--- src/hsmc_pkg.sv ---
// Package for the hard-sphere Monte Carlo move engine.
// Holds opcodes, controller states and the controller/datapath command structs.
package hsmc_pkg;

   localparam logic [1:0] OP_LOAD = 2'd0;
   localparam logic [1:0] OP_MOVE = 2'd1;
   localparam logic [1:0] OP_READ = 2'd2;

   localparam logic [2:0] CSR_BOX_X  = 3'd0;
   localparam logic [2:0] CSR_BOX_Y  = 3'd1;
   localparam logic [2:0] CSR_BOX_Z  = 3'd2;
   localparam logic [2:0] CSR_COUNT  = 3'd3;
   localparam logic [2:0] CSR_STEP   = 3'd4;

   typedef enum logic [3:0] {
      ST_IDLE,
      ST_FETCH,
      ST_FETCH_WAIT,
      ST_FOLD,
      ST_SCAN_RD,
      ST_SCAN_SQ,
      ST_SCAN_SUM,
      ST_SCAN_CMP,
      ST_COMMIT,
      ST_RESP_RD,
      ST_RESP_WAIT,
      ST_RESP
   } state_type;

   // commands from controller to datapath
   typedef struct packed {
      logic capture;     // latch the input item
      logic rd_self;     // read addressed sphere's entry
      logic fold;        // compute trial position
      logic scan_start;  // reset the scan counters
      logic rd_other;    // read entry at scan index
      logic square;      // form mirrored deltas
      logic sum;         // form squared deltas
      logic compare;     // test and advance mirror/index
      logic write_load;  // write loaded position
      logic write_move;  // commit trial state
      logic set_zero;    // out-of-range sphere result
      logic out_load;    // capture response from read data
   } cmd_type;

   // status from datapath to controller
   typedef struct packed {
      logic [1:0] opcode;
      logic       out_of_range;
      logic       scan_done;
      logic       hit;
      logic       skip_self;
   } stat_type;

endpackage

--- src/hsmc_ctrl.sv ---
// Controller state machine for the hard-sphere move engine.
// Depends on hsmc_pkg for the state and command types.
module hsmc_ctrl (
   input  logic                clock,
   input  logic                reset,
   input  logic                req_tvalid,
   output logic                req_tready,
   output logic                rsp_tvalid,
   input  logic                rsp_tready,
   output hsmc_pkg::cmd_type   cmd,
   input  hsmc_pkg::stat_type  stat
);

   hsmc_pkg::state_type state_ff, state_in;

   always_ff @(posedge clock) begin
      if (reset) begin
         state_ff <= hsmc_pkg::ST_IDLE;
      end else begin
         state_ff <= state_in;
      end
   end

   always_comb begin
      state_in = state_ff;
      case (state_ff)
         hsmc_pkg::ST_IDLE: begin
            if (req_tvalid) state_in = hsmc_pkg::ST_FETCH;
         end
         hsmc_pkg::ST_FETCH: begin
            if (stat.out_of_range) state_in = hsmc_pkg::ST_RESP;
            else if (stat.opcode == hsmc_pkg::OP_LOAD) state_in = hsmc_pkg::ST_RESP_RD;
            else state_in = hsmc_pkg::ST_FETCH_WAIT;
         end
         hsmc_pkg::ST_FETCH_WAIT: begin
            if (stat.opcode == hsmc_pkg::OP_MOVE) state_in = hsmc_pkg::ST_FOLD;
            else state_in = hsmc_pkg::ST_RESP_WAIT;
         end
         hsmc_pkg::ST_FOLD:     state_in = hsmc_pkg::ST_SCAN_RD;
         hsmc_pkg::ST_SCAN_RD: begin
            if (stat.scan_done) state_in = hsmc_pkg::ST_COMMIT;
            else if (stat.skip_self) state_in = hsmc_pkg::ST_SCAN_RD;
            else state_in = hsmc_pkg::ST_SCAN_SQ;
         end
         hsmc_pkg::ST_SCAN_SQ:  state_in = hsmc_pkg::ST_SCAN_SUM;
         hsmc_pkg::ST_SCAN_SUM: state_in = hsmc_pkg::ST_SCAN_CMP;
         hsmc_pkg::ST_SCAN_CMP: begin
            if (stat.hit) state_in = hsmc_pkg::ST_RESP_RD;
            else state_in = hsmc_pkg::ST_SCAN_RD;
         end
         hsmc_pkg::ST_COMMIT:    state_in = hsmc_pkg::ST_RESP_RD;
         hsmc_pkg::ST_RESP_RD:   state_in = hsmc_pkg::ST_RESP_WAIT;
         hsmc_pkg::ST_RESP_WAIT: state_in = hsmc_pkg::ST_RESP;
         hsmc_pkg::ST_RESP: begin
            if (rsp_tready) state_in = hsmc_pkg::ST_IDLE;
         end
         default: state_in = hsmc_pkg::ST_IDLE;
      endcase
   end

   always_comb begin
      cmd = '0;
      req_tready = 1'b0;
      rsp_tvalid = 1'b0;
      case (state_ff)
         hsmc_pkg::ST_IDLE: begin
            req_tready  = 1'b1;
            cmd.capture = req_tvalid;
         end
         hsmc_pkg::ST_FETCH: begin
            cmd.rd_self    = 1'b1;
            cmd.write_load = !stat.out_of_range && stat.opcode == hsmc_pkg::OP_LOAD;
            cmd.set_zero   = stat.out_of_range;
         end
         hsmc_pkg::ST_FOLD: begin
            cmd.fold       = 1'b1;
            cmd.scan_start = 1'b1;
         end
         hsmc_pkg::ST_SCAN_RD:  cmd.rd_other = 1'b1;
         hsmc_pkg::ST_SCAN_SQ:  cmd.square = 1'b1;
         hsmc_pkg::ST_SCAN_SUM: cmd.sum = 1'b1;
         hsmc_pkg::ST_SCAN_CMP: cmd.compare = 1'b1;
         hsmc_pkg::ST_COMMIT:   cmd.write_move = 1'b1;
         hsmc_pkg::ST_RESP_RD:  cmd.rd_self = 1'b1;
         hsmc_pkg::ST_RESP_WAIT: cmd.out_load = 1'b1;
         hsmc_pkg::ST_RESP:     rsp_tvalid = 1'b1;
         default: cmd = '0;
      endcase
   end

endmodule

--- config.mk ---
export PLATFORM = sky130hd
export DESIGN_NAME = hsmc_ctrl
export DESIGN_NICKNAME = d
export VERILOG_FILES = /design/src/hsmc_pkg.sv /design/src/hsmc_ctrl.sv
export SDC_FILE = /design/constraint.sdc
export NUM_CORES = 1
export LEC_CHECK = 0
export BUFFER_PORTS_ARGS = -buffer_cell sky130_fd_sc_hd__buf_2
export CAP_MARGIN = 0
export CORE_AREA = 2 2 39 41
export CTS_CLUSTER_SIZE = 12
export DETAILED_ROUTE_END_ITERATION = 12
export DIE_AREA = 0 0 41 43
export SYNTH_ARGS = -nofsm -noshare
export SYNTH_HDL_FRONTEND = slang
export SYNTH_SLANG_ARGS = --single-unit
--- constraint.sdc ---
create_clock -name clock -period 1.1 [get_ports clock]
set_input_delay 0.11 -clock clock [delete_from_list [all_inputs] [get_ports clock]]
set_output_delay 0.11 -clock clock [all_outputs]
set_load 0.01 [all_outputs]
==> metrics.yaml, run 1 <==
outcome: "complete, but fails checks"
p_clk_share_pct: 9.0
die_h_um: 43
finalCritPeriodShare_pct: 127
avgViaCountPerCell: 5.40
hp-start: "reset"
synth-compound-area-share_pct: 26.8
yosys_warnings: 0
final_nets: 121
pin_count: 24
setup_violations: 18
gp_congestion: 0.874
grt.overflow.total: 0
rows: 14
routed_wl_mm: 1.93
r2r-end: "state_ff[0]$_SDFFE_PP0P_"
antenna_found_initial: 0
fin_ws_ns: -0.301
post_synth_instance_area_um2: 443
ys_seq_area_share_pct: 18.1
p_total_uw: 2190
drt_iter0_markers: 10
drcViolationCount: 0
synth_top_area_share_pct: 18.1
drv_slew: 0
synth_top_family_by_area: "simple AND/OR/NAND/NOR gates"
synth_adder_area_share_pct: 0
vias: 675
dieArea_um2: 1760
cp_slowest_stage_delay_ns: 0.36
ant_nets: 0
whs_path_depth: 2
ys.flop_type: "dfxtp_1"
tightest_slew_ns: 0.272
synth_top_area_cell: "dfxtp_1"
skew_ns: 0.00821
antennaDiodeCount: 0
r2r-start: "state_ff[2]$_SDFFE_PP0P_"
muxShareOfSynthArea_pct: 0
yosys_register_bits: 4
synth_edf_count: 0
powerDensity_nw_per_um2: 2330
wl_per_cell_um: 15.4
hold_viol: 0
synthCells: 62
drive_gt1_share_pct: 68.8
rsz0062_at_grt: "true"
total_leakage_power_uw: 0.000449
start_util_pct: 32.0
worst_ep_arrival_time_ns: 1.29
p_int_uw: 1250
power_switching_uw: 944
synthArstFlopShare_pct: 0
synth_xor_xnor_area_share_pct: 0
min_period_ns: 1.40
syn_to_final_growth_pct: 112
largest_reg_flops: 4
port_buffers: 23
violations: "setup timing"
synth_cell_type_count: 29
reg.largest.list: "state_ff x4"
grt_pass1_vias: 612
ys_top_cells_by_area: "dfxtp_1, nor2_1, buf_4"
die_w_um: 41
combPwrFrac_pct: 75.8
grt_max_degree: 8
largest-register: "state_ff"
netSwitchingFraction_pct: 43.1
hold_end: "state_ff[3]$_SDFFE_PP0P_"
grtUsageTotal_pct: 24.2
p_seq_share_pct: 15.2
clock-sinks: 4
htree_levels: 1
cts_tree: "yes"
cp-end-kind: "output port"
required_ns: 0.99
nFillCells: 113
ff2ff_path_depth: 6
path_cells: "buf_6 -> nor4_4 -> and2_1 -> buf_2"
fin_util_pct: 67.9
critPathMaxFanout: 5
drt_pass1_iterations: 4
yosys.area_share.simple_pct: 42.4
grt_pass1_wl_mm: 2.73
syn_nets: 72
clock_path_buffers: 2
syn_avg_cell_area_um2: 7.14
dp_hpwl_mm: 1.14
cts_root_buffer: "clkbuf_4"
crit_slowest_cell: "dfxtp_4"
r2r_slack_ns: -0.21
clkSlewWorstSetupHoldPaths_ns: 0.04
start_kind: "register"
hold_class: "input pin to register"
preCtsSetupSlack_ns: -0.295
maxCapViolCount: 0
path_class: "register to output port"
relSlewSlack_pct: 81.8
clk_latency_ns: 0.25
fmax_mhz: 714
core_area_um2: 1380
numCtsBuffers: 3
ir_drop_v: 0.00139
final.setup.tns_ns: -3.90
metal layers:
metal  part of all wire (%)  wire, um  vias to the layer above  GRT usage, %
met5                      0         0                        -             0
met4                   0.83        16                        0          10.0
met3                    4.5        87                        3          4.71
met2                     57      1100                       24          44.1
met1                     37       722                      327          24.5
li1                       -         -                      321             -
critical path: cells and delay by family (launching register included):
| family | cells | cell delay (ns) |
|---|---|---|
| buf+inv | 2 | 0.25 |
| simple gates | 2 | 0.45 |
| flops | 1 | 0.36 |
through the flow:
step	instance area (um^2)	cells	hold WS, ns
global placement	686	111	0.345
global route	940	125	0.0934
CTS	895	122	0.0755
finish	940	125	0.0935
floorplan	470	62	0.172
detailed placement	686	111	0.329
layout make-up:
type | instances | area (um^2) | area share (%)
Inverter | 3 | 16.3 | 1.73
Sequential cell | 4 | 95.1 | 10.1
Multi-Input combinational cell | 50 | 417 | 44.3
Tap cell | 16 | 20.0 | 2.13
Clock buffer | 3 | 22.5 | 2.40
Timing Repair Buffer | 49 | 369 | 39.3
power groups by stage:
stage	logic, uW	clock network [uW]	registers [uW]
after global placement	1100	0	314
after floorplan	736	0	245
after global routing	1770	211	335
final	1660	197	333
after CTS	1540	210	330
after detailed placement	1110	0	324
logic make-up after synthesis:
kind of cell	after synthesis
and+or+nand+nor	35
DFF	4
buffers and inverters	8
AOI/OAI and AO/OA	15
Yosys cell counts, types with 2 or more instances:
cell type,instances
inv_1,3
a211oi_1,2
dfxtp_1,4
nand2b_1,3
nand3_1,4
nor3_1,4
buf_6,2
a31oi_1,2
nor2_1,11
and3_1,2
a21oi_1,2
nand2_1,4
buf_4,3
placed cells by master (no fill, tap or decap), types with 2 or more instances in the layout:
master and instances:
nor3_4 3, buf_2 21, dfxtp_4 4, nand2b_1 2
nand3_1 3, buf_6 11, buf_4 16, nand2_4 2
inv_4 2, a31oi_1 2, nor2_1 10, a211oi_2 3
a21oi_1 2, clkbuf_4 3, nand2_1 3
worst max path at each step:
stage | from | slack, ns | cells after the start | to
finish | state_ff[3]$_SDFFE_PP0P_ | -0.30 | 4 | cmd[11]
global route | state_ff[3]$_SDFFE_PP0P_ | -0.36 | 4 | cmd[11]
CTS | state_ff[3]$_SDFFE_PP0P_ | -0.32 | 4 | cmd[11]
detailed placement | state_ff[0]$_SDFFE_PP0P_ | -0.29 | 4 | state_ff[1]$_SDFFE_PP0P_
global placement | state_ff[0]$_SDFFE_PP0P_ | -0.23 | 4 | state_ff[1]$_SDFFE_PP0P_
floorplan | state_ff[2]$_SDFFE_PP0P_ | -0.04 | 4 | state_ff[0]$_SDFFE_PP0P_
timing repair:
item / 4_1_cts / 5_1_grt
buffers inserted: 8 / 3
endpoints found under the setup margin: 18 / 18
cloned: 0 / 0
hold buffers: 0 / 0
gates resized for setup: 34 / 5
pin swaps: 9 / 4
Note: power is estimated with default switching activity, not from simulation.
==> run 2, diff against run 1 <==
--- a/config.mk
+++ b/config.mk
@@ -5,12 +5,15 @@
 export SDC_FILE = /design/constraint.sdc
 export NUM_CORES = 1
 export LEC_CHECK = 0
+export ABC_AREA = 0
 export BUFFER_PORTS_ARGS = -buffer_cell sky130_fd_sc_hd__buf_2
 export CAP_MARGIN = 0
-export CORE_AREA = 2 2 39 41
+export CELL_PAD_IN_SITES_DETAIL_PLACEMENT = 2
+export CELL_PAD_IN_SITES_GLOBAL_PLACEMENT = 2
+export CORE_UTILIZATION = 19
 export CTS_CLUSTER_SIZE = 12
 export DETAILED_ROUTE_END_ITERATION = 12
-export DIE_AREA = 0 0 41 43
+export PLACE_DENSITY_LB_ADDON = 0.1
 export SYNTH_ARGS = -nofsm -noshare
 export SYNTH_HDL_FRONTEND = slang
 export SYNTH_SLANG_ARGS = --single-unit
==> run 2 against run 1 <==
The run still ends with setup timing left. Core utilization decreased by 19 points. Sequential power increased by 2%. Count of clock-buffer cells in the layout unchanged. Clock power rose by 9%. Wire length up 43%. Final cell count grew 14%. Combinational power rose by 30%. Die area is 43% higher. Fmax decreased by 4.2%. Clock skew fell by 0.0074 ns. Global-route usage down 3.5 points. Critical path type unchanged. Largest cell class is now buffers.
==> metrics.yaml, run 2 (same netlist as run 1, synthesis figures left out) <==
ir_drop_v: 0.00116
grtUsageTotal_pct: 20.7
multi_input_area_um2: 440
required_ns: 0.99
total_leakage_power_uw: 0.000485
final_cell_mix: "buf_2, buf_6, buf_4"
wl_per_cell_um: 19.2
p_total_uw: 2700
dp_hpwl_mm: 1.54
final_common_cell: "buf_2"
regArea_um2: 95.1
powerDensity_nw_per_um2: 2510
fin_ws_ns: -0.362
cp-end-kind: "output port"
place_area_um2: 723
drive_gt1_share_pct: 73.9
clock-sinks: 4
skew_ns: 0.000767
final_area_um2: 1070
drcViolationCount: 0
core_area_um2: 2210
min_period_ns: 1.46
clkSlewWorstSetupHoldPaths_ns: 0.04
grt_pass1_wl_mm: 3.71
violations: "setup timing"
hold_class: "input pin to register"
rows: 17
antennaDiodeCount: 0
largest_reg_flops: 4
start_util_pct: 20.0
port_buffers: 23
drv_slew: 0
largest-register: "state_ff"
drt_iter0_markers: 4
rsz0062_at_grt: "true"
dieArea_um2: 2530
fmax_mhz: 684
tightest_slew_ns: 0.259
reg.largest.list: "state_ff x4"
maxCapViolCount: 0
grt.overflow.total: 0
start_kind: "register"
ant_nets: 0
hold_viol: 0
antenna_found_initial: 0
cts_tree: "yes"
vias: 683
setup_violations: 18
finalCritPeriodShare_pct: 133
nFillCells: 255
numCtsBuffers: 3
pin_count: 24
routed_wl_mm: 2.75
critPathMaxFanout: 5
hold_ws_ns: 0.0861
clock_path_buffers: 2
die_w_um: 50.3
avgViaCountPerCell: 4.78
relSlewSlack_pct: 82.6
worst_ep_arrival_time_ns: 1.35
grt_pass1_vias: 683
cts_root_buffer: "clkbuf_4"
final_nets: 127
drt_pass1_iterations: 3
postCtsHoldBufs: 0
syn_to_final_growth_pct: 143
outcome: "complete, but fails checks"
gp_congestion: 0.779
clk_latency_ns: 0.26
die_h_um: 50.3
grt_max_degree: 7
path_class: "register to output port"
htree_levels: 1
## run 2: cell type report
type | instances | share of cell area (%)
clock buffer | 3 | 2.10
inverter | 3 | 1.51
multi-input combinational | 50 | 41.0
sequential | 4 | 8.85
tap | 28 | 3.26
timing repair buffer | 55 | 43.3
## run 2: worst paths after layout
check	start	to	slack [ns]	cells past startpoint
max	state_ff[3]$_SDFFE_PP0P_	cmd[11]	-0.36	4
min reg2reg	state_ff[2]$_SDFFE_PP0P_	state_ff[1]$_SDFFE_PP0P_	0.62	2
max reg2reg	state_ff[1]$_SDFFE_PP0P_	state_ff[3]$_SDFFE_PP0P_	-0.22	6
min	reset	state_ff[3]$_SDFFE_PP0P_	0.09	2
## run 2: per-layer routing
metal  wire length, um  track usage, %  up-vias
met5                 0               0        -
li1                  -               -      330
met2              1370            32.4       22
met4                80            9.52        0
met1              1200            26.7      325
met3                95            4.55        6
## run 2: report_power, final
group / internal, uW / switching, uW
registers: 229 / 110
logic: 1190 / 956
clock network: 124 / 91.1
total: 1550 / 1160
## run 2: repair_timing
item | in CTS | in global routing
buffers inserted | 8 | 6
pin swaps | 8 | 6
setup endpoints to repair | 18 | 18
resized for setup | 27 | 25
## run 2: worst max-delay path, cell delays in order (launching register included)
cell and delay (ns):
dfxtp_4 0.36, buf_6 0.13, nor4_4 0.31, and2_1 0.16, buf_2 0.12
## run 2: through the flow
stage	TNS [ns]	util (%)	std cells	setup WS [ns]
after floorplan	-0.0948	-	62	-0.0393
after global placement	-0.897	32.7	126	-0.174
after detailed placement	-1.26	32.7	126	-0.162
after CTS	-3.46	41.3	137	-0.330
after global routing	-5.00	48.6	143	-0.401
final	-4.30	48.6	143	-0.362
==> run 3, diff against run 2 <==
--- a/config.mk
+++ b/config.mk
@@ -14,6 +14,8 @@
 export CTS_CLUSTER_SIZE = 12
 export DETAILED_ROUTE_END_ITERATION = 12
 export PLACE_DENSITY_LB_ADDON = 0.1
+export RECOVER_POWER = 100
+export SKIP_LAST_GASP = 1
 export SYNTH_ARGS = -nofsm -noshare
 export SYNTH_HDL_FRONTEND = slang
 export SYNTH_SLANG_ARGS = --single-unit
==> run 3 against run 2 <==
Fmax increased by 1.7%. Sequential share of layout area decreased by 0.31 points. The flow still finishes with violations (setup timing). Sequential power decreased by 6.2%. Largest cell class unchanged. Power increased by 3.0%. Die area unchanged. Global-route usage about the same. Combinational power increased by 5%. Core utilization increased by 1.8 points. Critical endpoint unchanged. First-iteration DRC count increased by 50%.
==> metrics.yaml, run 3 (same netlist as run 1, synthesis figures left out) <==
drive_gt1_share_pct: 76.9
clock-sinks: 4
port_buffers: 23
total_leakage_power_uw: 0.000505
drt_iter0_markers: 6
routed_wl_mm: 2.86
pin_count: 24
numCtsBuffers: 3
drv_slew: 0
powerDensity_nw_per_um2: 2500
grt_pass1_vias: 696
final_cell_count_no_fill: 145
rows: 17
place_inst: 126
relSlewSlack_pct: 82.6
final_common_cell: "buf_6"
p_total_uw: 2780
preCtsSetupSlack_ns: -0.162
grtUsageTotal_pct: 20.7
final_nets: 129
violations: "setup timing"
p_clk_share_pct: 7.5
p_int_uw: 1590
final_area_um2: 1110
syn_to_final_growth_pct: 151
clkSlewWorstSetupHoldPaths_ns: 0.05
cts_tree: "yes"
path_class: "register to output port"
fin_ws_ns: -0.338
finalCritPeriodShare_pct: 131
htree_levels: 1
vias: 716
avgViaCountPerCell: 4.94
hold_viol: 0
final.setup.tns_ns: -4.26
postCtsHoldBufs: 0
start_util_pct: 20.0
hold_class: "input pin to register"
fmax_mhz: 696
largest-register: "state_ff"
gp_congestion: 0.779
power_switching_uw: 1190
place_area_um2: 723
netSwitchingFraction_pct: 42.8
drt_pass1_iterations: 5
wl_per_cell_um: 19.8
reg.largest.list: "state_ff x4"
grt_pass1_wl_mm: 3.67
maxCapViolCount: 0
core_area_um2: 2210
worst_ep_arrival_time_ns: 1.33
final_cell_mix: "buf_6, buf_2, buf_4"
clock_path_buffers: 2
start_kind: "register"
combPwrFrac_pct: 81.1
die_w_um: 50.3
setup_violations: 18
required_ns: 0.99
dieArea_um2: 2530
p_seq_share_pct: 11.4
tightest_slew_ns: 0.259
whs_path_depth: 2
antennaDiodeCount: 0
rsz0062_at_grt: "true"
grt_max_degree: 7
clk_latency_ns: 0.25
largest_reg_flops: 4
ant_nets: 0
ff2ff_path_depth: 7
cts_root_buffer: "clkbuf_4"
dp_hpwl_mm: 1.54
skew_ns: 0.00507
critPathMaxFanout: 5
grt.overflow.total: 0
die_h_um: 50.3
min_period_ns: 1.44
cp-end-kind: "output port"
ir_drop_v: 0.00139
drcViolationCount: 0
antenna_found_initial: 0
outcome: "complete, but fails checks"
run 3: changes by cell type in the layout (fill, tap and decap cells not counted), sizes merged:
cell,previous run,this run
buf,55,57
run 3: what timing repair did:
item	CTS	global route
setup endpoints to repair	18	18
resized for setup	20	40
hold endpoints to repair	0	0
buffers inserted	8	9
gates cloned	0	0
pin swaps	7	13
run 3: layout make-up:
class	count	area, um^2
sequential	4	95.1
tap	28	35.0
fill	243	1100
timing repair buffer	57	475
clock buffer	3	22.5
inverter	3	13.8
multi-input combinational	50	472
run 3: critical path, stage by stage, from the launching register on:
cell and delay [ns]:
dfxtp_4 0.35, buf_6 0.13, nor4_4 0.32, and2_1 0.16, buf_2 0.12
run 3: routing by layer:
layer	share of wire (%)	vias up	GRT usage [%]
met5	0	-	0
met2	49	21	33.8
met4	2.1	0	13.3
li1	-	335	-
met3	3.0	4	3.94
met1	46	356	24.5
run 3: worst paths after layout:
| check | start | to | slack, ns |
|---|---|---|---|
| min | reset | state_ff[1]$_SDFFE_PP0P_ | 0.1 |
| max | state_ff[3]$_SDFFE_PP0P_ | cmd[11] | -0.34 |
| max reg2reg | state_ff[3]$_SDFFE_PP0P_ | state_ff[0]$_SDFFE_PP0P_ | -0.25 |
| min reg2reg | state_ff[2]$_SDFFE_PP0P_ | state_ff[1]$_SDFFE_PP0P_ | 0.58 |
run 3: power by group through the flow:
stage	combinational, uW	clock, uW	sequential, uW
2_1_floorplan	736	0	245
3_3_place_gp	1280	0	282
3_5_place_dp	1290	0	286
4_1_cts	1640	193	291
5_1_grt	2390	227	328
6_report	2260	209	318
run 3: through the flow:
step	utilization, %	hold WS [ns]
CTS	40.1	0.106
global placement	32.7	0.372
finish	50.3	0.0952
global route	50.3	0.0858
detailed placement	32.7	0.352
floorplan	-	0.172
